===== src/rtl/core/mbrx_pkg.sv =====
// Shared types and constants of the Modbus encoder response receiver.
`default_nettype none
package mbrx_pkg;

	// Frame layout: five bytes under the CRC, then the CRC low and high bytes.
	localparam int unsigned FRAME_LEN = 7;
	localparam int unsigned CRC_SPAN  = 5;

	localparam logic [15:0] CRC_INIT = 16'hFFFF;
	localparam logic [15:0] CRC_POLY = 16'hA001;

	// Result status codes.
	typedef logic [1:0] status_t;
	localparam status_t STATUS_OK      = 2'd0;
	localparam status_t STATUS_CRC_ERR = 2'd1;
	localparam status_t STATUS_HDR_ERR = 2'd2;

	// Configuration register indexes.
	typedef logic [1:0] cfg_index_t;
	localparam cfg_index_t CFG_SLAVE_ID      = 2'd0;
	localparam cfg_index_t CFG_FUNCTION_CODE = 2'd1;
	localparam cfg_index_t CFG_TIMEOUT_TICKS = 2'd2;

	// Register values after reset.
	localparam logic [7:0] SLAVE_ID_RST      = 8'h01;
	localparam logic [7:0] FUNCTION_CODE_RST = 8'h03;
	localparam logic [7:0] TIMEOUT_TICKS_RST = 8'd10;

	// Input item kinds.
	localparam logic FUNC_BYTE = 1'b0;
	localparam logic FUNC_TICK = 1'b1;

endpackage
`default_nettype wire


===== src/rtl/core/modbus_encoder_response_receiver_unit.sv =====
// Top level of the Modbus RTU encoder response receiver with CRC-16 check.
//
//  Channel   Handshake                 Payload
//  -------   -----------------------   ----------------------------------------------
//  input     byte_valid / byte_stall   func, rx_data
//  result    result_valid / result_stall  status, angle_value, frame_crc, computed_crc
//  config    cfg_valid / cfg_ready     cfg_index, cfg_data
//
// Each beat passes an input register and then the result register: the result
// of a frame is registered as its seventh byte leaves the input register, and one
// beat can be accepted in every cycle while byte_stall is low. The frame state is
// updated as a beat leaves the input register. A stalled result only holds back
// the input when the waiting beat would itself produce a result. Reset clears the
// control state and loads the configuration defaults; cfg_ready is always high.
`default_nettype none
module modbus_encoder_response_receiver_unit (
	input  wire logic                  clk,
	input  wire logic                  arst_n,
	// Input beats
	input  wire logic                  byte_valid,
	output logic                       byte_stall,
	input  wire logic                  func,
	input  wire logic [7:0]            rx_data,
	// Result beats
	output logic                       result_valid,
	input  wire logic                  result_stall,
	output mbrx_pkg::status_t          status,
	output logic      [15:0]           angle_value,
	output logic      [15:0]           frame_crc,
	output logic      [15:0]           computed_crc,
	// Configuration writes
	input  wire logic                  cfg_valid,
	output logic                       cfg_ready,
	input  wire mbrx_pkg::cfg_index_t  cfg_index,
	input  wire logic [7:0]            cfg_data
);
	import mbrx_pkg::*;

	localparam int unsigned STORE_LEN = FRAME_LEN - 1;
	localparam logic [2:0]  LAST_IDX  = 3'(FRAME_LEN - 1);
	localparam logic [2:0]  SPAN_IDX  = 3'(CRC_SPAN);

	// Configuration registers
	logic [7:0] slave_id_q;
	logic [7:0] function_code_q;
	logic [7:0] timeout_ticks_q;

	// Frame state
	logic [2:0]  byte_index_q;
	logic [15:0] running_crc_q;
	logic [7:0]  timeout_count_q;
	logic [7:0]  frame_q [STORE_LEN];

	// Input register
	logic       item_valid_s1;
	logic       func_s1;
	logic [7:0] data_s1;

	// Result register
	logic        result_valid_q;
	status_t     status_q;
	logic [15:0] angle_q;
	logic [15:0] frame_crc_q;
	logic [15:0] computed_crc_q;

	logic        s1_result;
	logic        s1_go;
	logic        out_free;
	logic        in_accept;
	logic [15:0] crc_base;
	logic [15:0] crc_next;
	logic [15:0] rx_crc;
	status_t     status_d;
	logic [15:0] angle_d;

	assign cfg_ready = 1'b1;

	// Configuration writes; an index beyond the list is ignored.
	always_ff @(posedge clk or negedge arst_n) begin
		if (!arst_n) begin
			slave_id_q      <= SLAVE_ID_RST;
			function_code_q <= FUNCTION_CODE_RST;
			timeout_ticks_q <= TIMEOUT_TICKS_RST;
		end else if (cfg_valid && cfg_ready) begin
			case (cfg_index)
				CFG_SLAVE_ID:      slave_id_q      <= cfg_data;
				CFG_FUNCTION_CODE: function_code_q <= cfg_data;
				CFG_TIMEOUT_TICKS: timeout_ticks_q <= cfg_data;
				default:           ;
			endcase
		end
	end

	// Flow control between input register and result register.
	assign s1_result  = item_valid_s1 && (func_s1 == FUNC_BYTE) && (byte_index_q == LAST_IDX);
	assign out_free   = !result_valid_q || !result_stall;
	assign s1_go      = item_valid_s1 && (!s1_result || out_free);
	assign byte_stall = item_valid_s1 && !s1_go;
	assign in_accept  = byte_valid && !byte_stall;

	// Input register.
	always_ff @(posedge clk or negedge arst_n) begin
		if (!arst_n) begin
			item_valid_s1 <= 1'b0;
		end else if (!item_valid_s1 || s1_go) begin
			item_valid_s1 <= in_accept;
		end
	end

	always_ff @(posedge clk) begin
		if (in_accept) begin
			func_s1 <= func;
			data_s1 <= rx_data;
		end
	end

	// The CRC restarts from its initial value on the first byte of a frame.
	assign crc_base = (byte_index_q == 3'd0) ? CRC_INIT : running_crc_q;

	mbrx_crc16 u_crc (
		.crc_in  (crc_base),
		.data    (data_s1),
		.crc_out (crc_next)
	);

	// Frame checks on the last byte; the CRC check takes precedence.
	assign rx_crc = {data_s1, frame_q[STORE_LEN - 1]};

	always_comb begin
		angle_d = 16'h0000;
		if (rx_crc != running_crc_q) begin
			status_d = STATUS_CRC_ERR;
		end else if (frame_q[0] != slave_id_q || frame_q[1] != function_code_q) begin
			status_d = STATUS_HDR_ERR;
		end else begin
			status_d = STATUS_OK;
			angle_d  = {frame_q[3], frame_q[4]};
		end
	end

	// Frame state update as a beat leaves the input register.
	always_ff @(posedge clk or negedge arst_n) begin
		if (!arst_n) begin
			byte_index_q    <= 3'd0;
			running_crc_q   <= CRC_INIT;
			timeout_count_q <= 8'd0;
		end else if (s1_go) begin
			if (func_s1 == FUNC_TICK) begin
				if (timeout_count_q != 8'd0) begin
					timeout_count_q <= timeout_count_q - 8'd1;
					if (timeout_count_q == 8'd1) begin
						byte_index_q <= 3'd0;
					end
				end
			end else if (byte_index_q == LAST_IDX) begin
				byte_index_q    <= 3'd0;
				timeout_count_q <= 8'd0;
			end else begin
				byte_index_q <= byte_index_q + 3'd1;
				if (byte_index_q == 3'd0) begin
					timeout_count_q <= timeout_ticks_q;
					running_crc_q   <= CRC_INIT;
				end
				if (byte_index_q < SPAN_IDX) begin
					running_crc_q <= crc_next;
				end
			end
		end
	end

	// Stored frame bytes; the last byte is used straight from the input register.
	always_ff @(posedge clk) begin
		if (s1_go && (func_s1 == FUNC_BYTE) && (byte_index_q != LAST_IDX)) begin
			frame_q[byte_index_q] <= data_s1;
		end
	end

	// Result register.
	always_ff @(posedge clk or negedge arst_n) begin
		if (!arst_n) begin
			result_valid_q <= 1'b0;
		end else if (s1_go && s1_result) begin
			result_valid_q <= 1'b1;
		end else if (!result_stall) begin
			result_valid_q <= 1'b0;
		end
	end

	always_ff @(posedge clk) begin
		if (s1_go && s1_result) begin
			status_q       <= status_d;
			angle_q        <= angle_d;
			frame_crc_q    <= rx_crc;
			computed_crc_q <= running_crc_q;
		end
	end

	assign result_valid = result_valid_q;
	assign status       = status_q;
	assign angle_value  = angle_q;
	assign frame_crc    = frame_crc_q;
	assign computed_crc = computed_crc_q;

endmodule
`default_nettype wire


===== src/rtl/core/mbrx_crc16.sv =====
// Modbus CRC-16 update by one byte, bit-reflected polynomial 0xA001.
`default_nettype none
module mbrx_crc16 (
	input  wire logic [15:0] crc_in,
	input  wire logic [7:0]  data,
	output logic      [15:0] crc_out
);
	import mbrx_pkg::*;

	// Eight shift steps of the reflected CRC, each a shift and a conditional XOR.
	always_comb begin
		logic [15:0] c;
		c = crc_in ^ {8'h00, data};
		for (int k = 0; k < 8; k++) begin
			if (c[0]) begin
				c = (c >> 1) ^ CRC_POLY;
			end else begin
				c = c >> 1;
			end
		end
		crc_out = c;
	end

endmodule
`default_nettype wire


===== config.mk =====
export PLATFORM = sky130hd
export DESIGN_NAME = modbus_encoder_response_receiver_unit
export DESIGN_NICKNAME = d
export VERILOG_FILES = /design/src/rtl/core/mbrx_pkg.sv /design/src/rtl/core/modbus_encoder_response_receiver_unit.sv /design/src/rtl/core/mbrx_crc16.sv
export SDC_FILE = /design/constraint.sdc
export NUM_CORES = 1
export LEC_CHECK = 0
export ABC_AREA = 1
export BUFFER_PORTS_ARGS = -buffer_cell sky130_fd_sc_hd__buf_2
export CAP_MARGIN = 25
export CORE_MARGIN = 2
export CORE_UTILIZATION = 60
export CTS_BUF_LIST = sky130_fd_sc_hd__clkbuf_8
export CTS_CLUSTER_DIAMETER = 150
export DETAILED_ROUTE_END_ITERATION = 8
export PLACE_DENSITY = 0.93
export SLEW_MARGIN = 20
export SYNTH_ARGS = -nofsm -noshare
export SYNTH_HDL_FRONTEND = slang
export SYNTH_SLANG_ARGS = --single-unit

===== constraint.sdc =====
create_clock -name clk -period 8.9 [get_ports clk]
set_clock_uncertainty 0.1 [all_clocks]
set_input_delay 1.78 -clock clk [delete_from_list [all_inputs] [get_ports clk]]
set_output_delay 1.78 -clock clk [all_outputs]
set_load 0.005 [all_outputs]

=== Word-level counts from Yosys, hierarchy flattened ===
Memories as Yosys holds them, arrays and structs flattened. A register that Yosys moved wholly into a read port is not among the register bits.
Cells that the tools add are included.

* Bitwise operators: 11
* Multiplexer cells: 23
* Equal/unequal tests: 11
* Add/sub/neg operators: 2
* Shift-type cells: 0
* Multiply operators: 0
* $lt $le $gt $ge: 1
* Div/mod/pow operators: 0
* Reductions and logical operators: 29

{| class="wikitable"
|+ Operators with widths
! kind !! count
|-
| 16-bit two-way mux || 10
|-
| 8-bit two-way mux || 4
|-
| 2-bit NOT with 3-bit output || 8
|-
| 16-bit inequality test || 1
|-
| 8-bit inequality test || 2
|-
| 16-bit by 8-bit XOR with 16-bit output || 1
|-
| 3-bit two-way mux || 4
|-
| 3-bit AND reduction || 3
|-
| 8-bit by 1-bit equality test with 1-bit output, second input constant || 1
|-
| 1-bit logical AND || 8
|-
| 8-bit nonzero test || 1
|-
| 8-bit by 1-bit subtractor with 8-bit output, second input constant || 1
|-
| 1-bit zero test || 6
|-
| 2-bit by 1-bit inequality test with 1-bit output, second input constant || 3
|-
| 2-bit AND reduction || 3
|-
| 1-bit logical OR || 4
|-
| 1-bit two-way mux || 4
|-
| 3-bit by 1-bit adder with 3-bit output, second input constant || 1
|-
| 3-bit equality test, second input constant || 1
|-
| 3-bit zero test || 1
|-
| 3-bit less-than comparator, second input constant || 1
|-
| 3-bit inequality test, second input constant || 1
|-
| 3-bit nonzero test || 1
|-
| 2-bit by 1-bit equality test with 1-bit output, second input constant || 1
|-
| 5 further kinds || 6
|}

* Word-level logic and storage cells: 91
* Bits in writable memories: 48
* Register bits after elaboration: 96
* Memories kept: 1
* Output and inout port bits: 53
* Memory bits (read-only): 0
* Input port bits: 24
* Bits in latches: 0

{| class="wikitable"
|+ Memories
! memory !! depth !! bits a word !! read ports !! clocked after memory_dff !! wr ports !! RTL line !! text
|-
| frame_q || 6 || 8 || 5 || 2 || 1 || modbus_encoder_response_receiver_unit.sv:52 || <nowiki>logic [7:0] frame_q [STORE_LEN];</nowiki>
|}

=== Depth between registers and ports, before layout ===
Gate-level depths: netlist (run 1).

* Depth after elaboration: 20
* Mapped depth: 17
* Gate-level depth less buffers: 16

=== Hierarchy ===
From an unflattened synthesis (run 1), not the netlist that was laid out.

* Cells, all modules: 611
* Area total of the unflattened synthesis: 6636.4 µm²

{| class="wikitable"
|+ Modules (own cells, without submodules)
! module !! instances !! area each (µm²) !! cells an instance
|-
| modbus_encoder_response_receiver_unit || 1 || 6190.9 || 546
|-
| mbrx_crc16 || 1 || 445.4 || 65
|}

=== Worst setup path before layout (run 1) ===
No wires, ideal clock.

* Path type: input port to flip-flop
* Start point: in result_stall
* End point: reg angle_q[0] (netlist: angle_value[0]), read port of frame_q (enable)
* Stages on the path: 5
* Setup time: 0.458 ns
* Setup slack: 4.172 ns
* Arrival: 4.170 ns
* Path through: nand2_1 > nor2_2 > inv_1 > nand2_2 > nor2_1

* Cells in the longest elaborated chain, start to end: 5

{| class="wikitable"
|+ Ends and longest elaborated chain
! element !! RTL line !! text
|-
| start, declared || modbus_encoder_response_receiver_unit.sv:26 || <nowiki>input wire logic result_stall,</nowiki>
|-
| 1-bit zero test || - ||
|-
| 1-bit logical OR || modbus_encoder_response_receiver_unit.sv:96 || <nowiki>assign out_free = !result_valid_q || !result_stall;</nowiki>
|-
| 1-bit logical OR || modbus_encoder_response_receiver_unit.sv:97 || <nowiki>assign s1_go = item_valid_s1 && (!s1_result || out_free);</nowiki>
|-
| 1-bit logical AND || modbus_encoder_response_receiver_unit.sv:97 ||
|-
| 1-bit logical AND || modbus_encoder_response_receiver_unit.sv:190 || <nowiki>if (s1_go && s1_result) begin</nowiki>
|-
| end, declared || modbus_encoder_response_receiver_unit.sv:62 || <nowiki>logic [15:0] angle_q;</nowiki>
|}

Every way passes these cells.
A chain may end at the register's enable or synchronous reset.

=== Worst setup path after layout (run 1) ===
* Start point: in result_stall
* End point: out byte_stall

* Cells in the longest elaborated chain, start to end: 6

{| class="wikitable"
|+ Ends and longest elaborated chain
! element !! RTL line !! text
|-
| 1-bit zero test || - ||
|-
| 1-bit logical OR || modbus_encoder_response_receiver_unit.sv:96 ||
|-
| 1-bit logical OR || modbus_encoder_response_receiver_unit.sv:97 ||
|-
| 1-bit logical AND || modbus_encoder_response_receiver_unit.sv:97 ||
|-
| 1-bit zero test || modbus_encoder_response_receiver_unit.sv:98 || <nowiki>assign byte_stall = item_valid_s1 && !s1_go;</nowiki>
|-
| 1-bit logical AND || modbus_encoder_response_receiver_unit.sv:98 ||
|-
| end, declared || modbus_encoder_response_receiver_unit.sv:21 || <nowiki>output logic byte_stall,</nowiki>
|}

Every way passes these cells.

==> results.py, run 1 <==
metrics = {
    "clock_tree": {
        "cts.sinks": 152,
        "clk_pin_slew_ps": 80,
        "htree_levels": 4,
        "clock-root-buffer": "clkbuf_8",
        "clockBufferDepth": 2,
        "post_cts_hold_buffer_count": 0,
        "cts_resized": 0,
        "cts_tree": "done",
        "numCtsBuffers": 17,
        "cts_setup_buffers": 0,
        "insertion_delay_ps": 460,
    },
    "synthesis": {
        "syn_nets": 591,
        "ys_top_cells_by_area": "edfxtp_1, dfrtp_1, dfstp_2",
        "yosysMostFrequentCell": "nand2_1",
        "synth_edf_count": 99,
        "yosys_most_used_dff": "edfxtp_1",
        "ys_seq_elements": 152,
        "synth-async-reset-ratio": 0.3487,
        "syn_inst": 565,
        "netlist.area_leader.share": 0.4657,
        "synth_common_cells": "nand2_1, edfxtp_1, inv_1",
        "yosys_warnings": 0,
        "ys_types": 38,
        "synth.avg_cell_area_sq_um": 11.30,
        "yosysSeqAreaShare": 0.6776,
        "yosysTopAreaCell": "edfxtp_1",
        "syn_area_sq_um": 6384,
    },
    "pwr": {
        "combPwrFrac": 0.267,
        "switching_share": 0.3547,
        "power_mw": 1.968,
        "seq_power_share": 0.505,
        "intPower_mw": 1.270,
        "powerDensity_nw_per_um2": 272.4,
        "leakage_nw": 3.113,
        "ir_drop_uv": 150.6,
        "p_sw_uw": 698.3,
        "pwr-share-clk": 0.228,
    },
    "timing": {
        "setup_viol": 0,
        "finalWorstSetupSlack_ps": 4859,
        "finalHoldViolCount": 0,
        "max_slew_margin": 0.4855,
        "min_period_over_period": 0.4540,
        "worst_pin_slew_ps": 769.0,
        "drv_slew": 0,
        "period_needed_ps": 4041,
        "rsz0062_at_grt": "no",
        "clock.fmax_mhz": 247.5,
        "fin_setup_tns_ps": 0,
    },
    "routing": {
        "post-route-drc-count": 0,
        "dr_total_vias": 4434,
        "antenna_left": 0,
        "drt_iter0_markers": 412,
        "routed_via_density": 5.543,
        "dr.pass1.iters": 6,
        "drt_wl_total_mm": 13.25,
        "wl_per_cell_microns": 16.56,
    },
    "hold_path": {
        "worstHoldPathCells": 0,
        "hold_end": "frame_crc[7]",
        "min_from": "frame_q[5][7]",
        "holdCritPathClass": "reg -> reg",
    },
    "floorplanning": {
        "die_w_microns": 107.1,
        "initial_core_util": 0.6183,
        "core_region_area_sq_um": 10320,
        "row_count": 37,
        "die_area_sq_um": 11480,
        "boundaryPins": 77,
        "die_h_microns": 107.1,
    },
    "setup_path": {
        "crit_slowest_cell": "nor2_2",
        "r2r-end": "angle_value[7]",
        "worst_path_most_repeated_cell": "buf_2",
        "crit_required_ps": 7020,
        "path_cells": "buf_2 -> nand2_1 -> nor2_2 -> buf_2",
        "cp_max_fo": 2,
        "cp_slowest_stage_delay_ps": 120,
        "reg2reg_depth": 6,
        "reg2reg_slack_ps": 6460,
        "critPathArrivalTime_ps": 2160,
        "setup.worst_path.end_class": "output port",
        "start_kind": "input port",
        "reg2reg_from": "data_s1[3]",
        "worstSetupPathType": "in -> out",
    },
    "run": {
        "max_cap_viol_count": 0,
    },
    "grt": {
        "grt_usage": 0.2527,
        "grt_start_max_net_pins": 54,
        "first_global_vias": 4472,
        "antenna_found_initial": 0,
        "overflow": 0,
        "grt_pass1_wl_mm": 21.62,
    },
    "placed_design": {
        "io_buffers": 75,
        "place_congestion": 0.8659,
        "post-dp-hpwl_mm": 8.876,
        "place_ws_ps": 4854,
    },
    "layout": {
        "drive_above_1_share": 0.2470,
        "syn2layout_area_growth_pct": 13.21,
        "fin_nets": 677,
        "antenna_cells": 0,
    },
    "status": {
        "run_status": "finished, final reports clean",
    },
}
[state kept, by name, summed over array words and instances (netlist names)]
register	flops
data_s1	8
angle_value	16
byte_index_q	3
timeout_ticks_q	8
function_code_q	8
func_s1	1
status	2
computed_crc	16
slave_id_q	8
running_crc_q	16
result_valid	1
frame_crc	16
item_valid_s1	1
frame_q	40
timeout_count_q	8
[metrics by stage]
| stage | hold slack [ps] | util | cells | area, sq um |
|---|---|---|---|---|
| 2_1_floorplan | 342.2 | - | 565 | 6384 |
| 3_3_place_gp | 354.2 | 0.6673 | 768 | 6889 |
| 3_5_place_dp | 359.8 | 0.6673 | 768 | 6889 |
| 4_1_cts | 380.5 | 0.7000 | 800 | 7227 |
| 5_1_grt | 394.9 | 0.7000 | 800 | 7227 |
| 6_report | 382.8 | 0.7000 | 800 | 7227 |
[cells by family after synthesis]
group	Yosys count	synth area share
adders and majority gates	2	0.003919
DFF	152	0.6776
xor gates and xnor gates	32	0.04508
buffers and inverters	85	0.05488
AOI/OAI and AO/OA	67	0.05821
other	1	0.0005874
and+or+nand+nor	226	0.1597
[cells in the final DEF, fill, tap and decap left out, types with 10 or more instances in the layout]
master | Yosys | final
clkbuf_8 | 0 | 17
nor2_1 | 41 | 40
dfrtp_1 | 32 | 32
xnor2_1 | 25 | 25
nand2_2 | 17 | 17
inv_1 | 66 | 67
edfxtp_1 | 99 | 99
nand2_1 | 110 | 110
buf_2 | 2 | 75
o21ai_0 | 40 | 40
nand4_1 | 10 | 10
dfstp_2 | 21 | 21
nand3_1 | 29 | 29
[per-layer routing]
layer	wire length (microns)	global-route usage	vias up
li1	-	-	2056
met1	5380	0.3236	2117
met2	6528	0.4146	218
met3	973	0.05350	43
met4	364	0.1187	0
met5	0	0	-
[final cells by class]
| type | instances | area, sq um |
|---|---|---|
| Clock buffer | 17 | 234.0 |
| Clock inverter | 15 | 103.9 |
| Fill cell | 653 | 3097 |
| Inverter | 74 | 280.3 |
| Multi-Input combinational cell | 328 | 1715 |
| Sequential cell | 152 | 4325 |
| Tap cell | 136 | 170.2 |
| Timing Repair Buffer | 78 | 397.9 |
[critical path: cells and delay by family]
kind / cells / cell delay (ps)
buffers and inverters: 2 / 190
and+or+nand+nor: 2 / 180
[power groups by stage]
stage                     sequential, mW  combinational (mW)  clock [mW]
after floorplan                    0.966               0.419           0
after global placement             0.994               0.478           0
final                              0.994               0.526       0.448
after CTS                          0.991               0.520       0.453
after global routing                1.00               0.594       0.484
after detailed placement            1.00               0.511           0
[how the worst max path moves through the flow]
stage / startpoint / to / slack [ps]
finish: result_stall / byte_stall / 4860
global route: result_stall / byte_stall / 4810
CTS: result_stall / byte_stall / 4850
detailed placement: result_stall / byte_stall / 4850
global placement: result_stall / byte_stall / 4870
floorplan: result_stall / angle_value[0] / 4170
No activity file was read; power rests on OpenSTA's default activity.
==> run 2, diff against run 1 <==
Settings changed: CORE_UTILIZATION 60 to 54, PLACE_DENSITY 0.93 to 0.89.
Clock period 8.9 ns to 3.5 ns, I/O delays scaled along.
==> results.py, run 2 (same netlist as run 1, synthesis figures left out) <==
metrics = {
    "pwr": {
        "intPower_mw": 3.439,
        "seq_power_share": 0.483,
        "powerDensity_nw_per_um2": 717.6,
        "power_mw": 5.238,
        "leakage_nw": 3.156,
        "pwr-share-clk": 0.254,
        "ir_drop_uv": 404.5,
        "p_sw_mw": 1.800,
        "switching_share": 0.3435,
        "combPwrFrac": 0.263,
    },
    "routing": {
        "wl_per_cell_microns": 17.64,
        "drt_wl_total_mm": 14.21,
        "post-route-drc-count": 0,
        "antenna_left": 0,
        "drt_iter0_markers": 530,
        "dr_total_vias": 4510,
        "routed_via_density": 5.596,
        "dr.pass1.iters": 5,
    },
    "setup_path": {
        "reg2reg_slack_ps": 1140,
        "worstSetupPathType": "reg -> out",
        "critPathArrivalTime_ps": 1730,
        "start_kind": "flop",
        "r2r-end": "angle_value[3]",
        "crit_required_ps": 2700,
        "reg2reg_depth": 7,
        "setup.worst_path.end_class": "output port",
        "reg2reg_from": "func_s1",
        "cp_max_fo": 5,
        "startpoint": "byte_index_q[1]",
    },
    "layout": {
        "syn2layout_area_growth_pct": 14.35,
        "final_cell_mix": "nand2_1, edfxtp_1, buf_2",
        "antenna_cells": 0,
        "drive_above_1_share": 0.2459,
        "top_register": "frame_q",
        "fillCellCount": 782,
        "fin_nets": 676,
        "fin_util": 0.6366,
        "largest_reg_flops": 40,
        "final_common_cell": "nand2_1",
    },
    "clock_tree": {
        "post_cts_hold_buffer_count": 0,
        "insertion_delay_ps": 450,
        "cts_tree": "done",
        "numCtsBuffers": 17,
        "clock-root-buffer": "clkbuf_8",
        "cts.sinks": 152,
        "clockBufferDepth": 2,
        "cts_resized": 0,
        "htree_levels": 4,
        "cts_setup_buffers": 0,
        "clk_pin_slew_ps": 80,
    },
    "floorplanning": {
        "die_w_microns": 112.7,
        "row_count": 39,
        "core_region_area_sq_um": 11470,
        "boundaryPins": 77,
        "die_area_sq_um": 12710,
        "die_h_microns": 112.7,
        "initial_core_util": 0.5567,
    },
    "timing": {
        "rsz0062_at_grt": "no",
        "max_slew_margin": 0.4729,
        "fin_setup_tns_ps": 0,
        "worst_pin_slew_ps": 787.8,
        "clock.fmax_mhz": 395.8,
        "setup_viol": 0,
        "finalWorstSetupSlack_ps": 973.2,
        "drv_slew": 0,
        "finalHoldViolCount": 0,
        "min_period_over_period": 0.7220,
        "period_needed_ps": 2527,
    },
    "placed_design": {
        "post-dp-hpwl_mm": 9.528,
        "place_congestion": 0.9071,
        "place_ws_ps": 1076,
        "io_buffers": 75,
    },
    "status": {
        "run_status": "finished, final reports clean",
    },
    "run": {
        "max_cap_viol_count": 0,
    },
    "grt": {
        "overflow": 0,
        "first_global_vias": 4474,
        "grt_pass1_wl_mm": 22.35,
        "antenna_found_initial": 0,
        "grt_start_max_net_pins": 54,
        "grt_usage": 0.2327,
    },
    "hold_path": {
        "holdCritPathClass": "in -> async",
    },
}
## run 2: cell count changes in the layout (fill, tap and decap cells not counted), sizes merged
cell / change
bufinv: +3
clkinvlp: -3
buf: -1
## run 2: metal layers
| layer | global-route usage | vias up | wire length (microns) |
|---|---|---|---|
| li1 | - | 2050 | - |
| met1 | 0.2953 | 2120 | 5514 |
| met2 | 0.3721 | 281 | 6833 |
| met3 | 0.05731 | 59 | 1243 |
| met4 | 0.1260 | 0 | 623 |
| met5 | 0 | - | 0 |
## run 2: cell type report
cell class | instances | area [sq um] | area share
clock buffer | 17 | 234.0 | 0.03205
clock inverter | 15 | 160.2 | 0.02194
inverter | 74 | 280.3 | 0.03840
multi-input combinational | 328 | 1715 | 0.2350
sequential | 152 | 4325 | 0.5926
tap | 143 | 178.9 | 0.02451
timing repair buffer | 77 | 405.4 | 0.05554
## run 2: how the worst max path moves through the flow
stage / slack (ps) / endpoint / depth (start not counted)
floorplan: 690 / angle_value[0] / 5
global placement: 1140 / angle_value[2] / 7
detailed placement: 1080 / angle_value[4] / 7
CTS: 950 / byte_stall / 5
global route: 820 / byte_stall / 5
finish: 970 / byte_stall / 5
## run 2: worst max-delay path, cell delays in order, from the launching register on
cell	delay, ps
dfrtp_1	450
inv_2	80
nor3_2	280
nand2_1	200
nor2_2	130
buf_2	120
## run 2: per-stage QoR
stage	std cells	instance area, sq um	hold WS, ps
final	806	7300	182.9
after global routing	806	7300	212.1
after CTS	806	7300	185.1
after detailed placement	774	6905	365.5
after global placement	774	6903	353.2
after floorplan	565	6386	304.4
## run 2: power by group through the flow
stage                     Clock (mW)  Sequential [mW]  Combinational, mW
after CTS                       1.34             2.52               1.35
after floorplan                    0             2.46               1.07
after global placement             0             2.54               1.23
after global routing            1.41             2.55               1.53
final                           1.33             2.53               1.38
after detailed placement           0             2.55               1.32
==> run 3, diff against run 2 <==
Settings changed: ABC_AREA 1 to 0.
Clock period 3.5 ns to 2.2 ns, I/O delays scaled along.
==> results.py, run 3 <==
metrics = {
    "clock_tree": {
        "insertion_delay_ps": 450,
        "cts.sinks": 152,
        "cts_tree": "done",
        "clockBufferDepth": 2,
        "clock-root-buffer": "clkbuf_8",
        "clk_pin_slew_ps": 80,
        "htree_levels": 4,
        "numCtsBuffers": 17,
    },
    "status": {
        "run_status": "complete, but fails checks",
        "violations": "setup timing",
    },
    "layout": {
        "top_register": "frame_q",
        "syn2layout_area_growth_pct": 22.28,
        "final_cell_mix": "edfxtp_1, buf_2, buf_4",
        "final_common_cell": "edfxtp_1",
        "fin_nets": 571,
        "antenna_cells": 0,
        "largest_reg_flops": 40,
        "fin_cells": 701,
        "drive_above_1_share": 0.3996,
        "fin_util": 0.6708,
    },
    "placed_design": {
        "place_congestion": 0.8906,
        "place_inst": 655,
        "place_ws_ps": -23.65,
        "post-dp-hpwl_mm": 8.433,
        "io_buffers": 75,
    },
    "pwr": {
        "powerDensity_nw_per_um2": 1165,
        "power_mw": 8.844,
        "ir_drop_uv": 602.7,
        "leakage_nw": 3.002,
    },
    "grt": {
        "gr-usage-met1": 0.2667,
        "top_usage_layer": "met2",
        "grt_pass1_wl_mm": 19.55,
        "grt_usage": 0.2066,
        "met2_usage": 0.3333,
        "met3_usage": 0.05577,
        "first_global_vias": 3874,
        "antenna_found_initial": 0,
        "grt_start_max_net_pins": 54,
        "overflow": 0,
    },
    "setup_path": {
        "reg2reg_from": "data_s1[3]",
        "path_cells": "xnor2_2 -> xnor2_2 -> xnor3_1 -> xnor3_2 -> xnor3_1 -> mux2_4",
        "worstSetupPathType": "reg -> reg",
        "crit_slowest_cell": "edfxtp_1",
        "r2r-end": "running_crc_q[15]",
        "cp_max_fo": 2,
        "critPathArrivalTime_ps": 2540,
        "crit_required_ps": 2470,
        "reg2reg_slack_ps": -70,
        "startpoint": "data_s1[3]",
        "reg2reg_depth": 6,
        "cp_slowest_stage_delay_ps": 440,
        "start_kind": "flop",
        "setup.worst_path.end_class": "flop",
    },
    "synthesis": {
        "synth.avg_cell_area_sq_um": 15.07,
        "synth_edf_count": 99,
        "synth-async-reset-ratio": 0.3487,
        "yosysTopAreaCell": "edfxtp_1",
        "netlist.area_leader.share": 0.4787,
        "syn_inst": 412,
        "yosys_most_used_dff": "edfxtp_1",
        "ys_seq_elements": 152,
        "syn_nets": 438,
        "syn_area_sq_um": 6210,
        "ys_top_cells_by_area": "edfxtp_1, dfrtp_1, dfstp_2",
        "yosys_warnings": 0,
        "synth_common_cells": "edfxtp_1, xor2_1, dfrtp_1",
        "yosysMostFrequentCell": "edfxtp_1",
        "ys_types": 50,
        "yosysSeqAreaShare": 0.6966,
    },
    "timing": {
        "fin_setup_tns_ps": -143.7,
        "period_needed_ps": 2270,
        "rsz0062_at_grt": "yes",
        "setup_viol": 3,
        "clock.fmax_mhz": 440.5,
        "finalWorstSetupSlack_ps": -70.04,
        "finalHoldViolCount": 0,
        "drv_slew": 0,
        "min_period_over_period": 1.032,
        "worst_pin_slew_ps": 609.1,
        "max_slew_margin": 0.5929,
    },
    "floorplanning": {
        "die_area_sq_um": 12370,
        "core_region_area_sq_um": 11320,
        "initial_core_util": 0.5485,
        "die_w_microns": 111.2,
        "die_h_microns": 111.2,
        "row_count": 39,
        "boundaryPins": 77,
    },
    "hold_path": {
        "hold_end": "data_s1[2]",
        "worstHoldPathCells": 1,
        "min_from": "rx_data[2]",
        "holdCritPathClass": "in -> reg",
    },
    "routing": {
        "dr.pass1.iters": 5,
        "antenna_left": 0,
        "drt_iter0_markers": 341,
        "routed_via_density": 5.458,
        "dr_total_vias": 3826,
        "post-route-drc-count": 0,
        "wl_per_cell_microns": 18.26,
        "drt_wl_total_mm": 12.80,
    },
    "run": {
        "max_cap_viol_count": 0,
    },
}
-- run 3: cell count changes in the layout (fill, tap and decap cells not counted), sizes merged, moves of 6 or more --
cell / change
nor2: -26
nand3: -30
xor2: +33
inv: -68
and2: +20
buf: +48
mux2: +25
nand4: -7
nor4: +6
a22oi: -6
o21ai: -25
nand2: -97
-- run 3: metal layers --
metal,routed length [microns],up-vias,share of wire
met5,0,-,0
met4,352,0,0.028
met3,762,31,0.060
met2,6567,154,0.51
met1,5118,1901,0.40
li1,-,1740,-
-- run 3: cells by family after synthesis --
| logic type | count (synthesis) | share of synthesized area |
|---|---|---|
| fa+ha+maj | 2 | 0.004029 |
| other cells | 1 | 0.0006039 |
| mux | 26 | 0.04755 |
| compound gates | 43 | 0.04513 |
| simple gates | 107 | 0.09108 |
| flops | 152 | 0.6966 |
| xor+xnor | 64 | 0.1018 |
| buf+inv | 17 | 0.01330 |
-- run 3: where the power goes --
group	total (mW)	switching (mW)	internal [mW]
combinational	2.78	1.31	1.48
clock	2.04	1.01	1.02
sequential	4.02	0.396	3.62
total	8.84	2.72	6.13
-- run 3: metrics by stage --
stage / cell area [sq um] / hold slack, ps
6_report: 7594 / 66.73
2_1_floorplan: 6225 / 44.41
4_1_cts: 7438 / 42.60
3_5_place_dp: 7020 / 354.6
5_1_grt: 7594 / 50.82
3_3_place_gp: 7020 / 346.7
-- run 3: worst max-delay path by stage --
stage,to,slack [ps],cells past startpoint
after floorplan,running_crc_q[15],-70,8
after global placement,running_crc_q[15],60,6
after detailed placement,running_crc_q[0],-20,7
after CTS,running_crc_q[0],-60,8
after global routing,running_crc_q[0],-180,7
final,running_crc_q[15],-70,6
-- run 3: timing repair --
item	CTS	global route
hold buffers	1	0
setup buffers	2	11
hold endpoints to repair	32	0
endpoints found under the setup margin	3	25
pin swaps	3	11
gates resized for setup	4	16
-- run 3: layout make-up --
type / instances / area (sq um)
flip-flops and latches: 152 / 4325
clock buffers: 18 / 247.7
fillers: 737 / 3727
clock inverters: 14 / 132.6
well taps: 143 / 178.9
repair buffers: 126 / 808.3
inverters: 5 / 18.77
multi-input cells: 243 / 1882
-- run 3: critical path: cells and delay by family (launching register included) --
family	cells	cell delay, ps
XOR/XNOR	5	1390
flip-flops	1	440
multiplexers	1	260
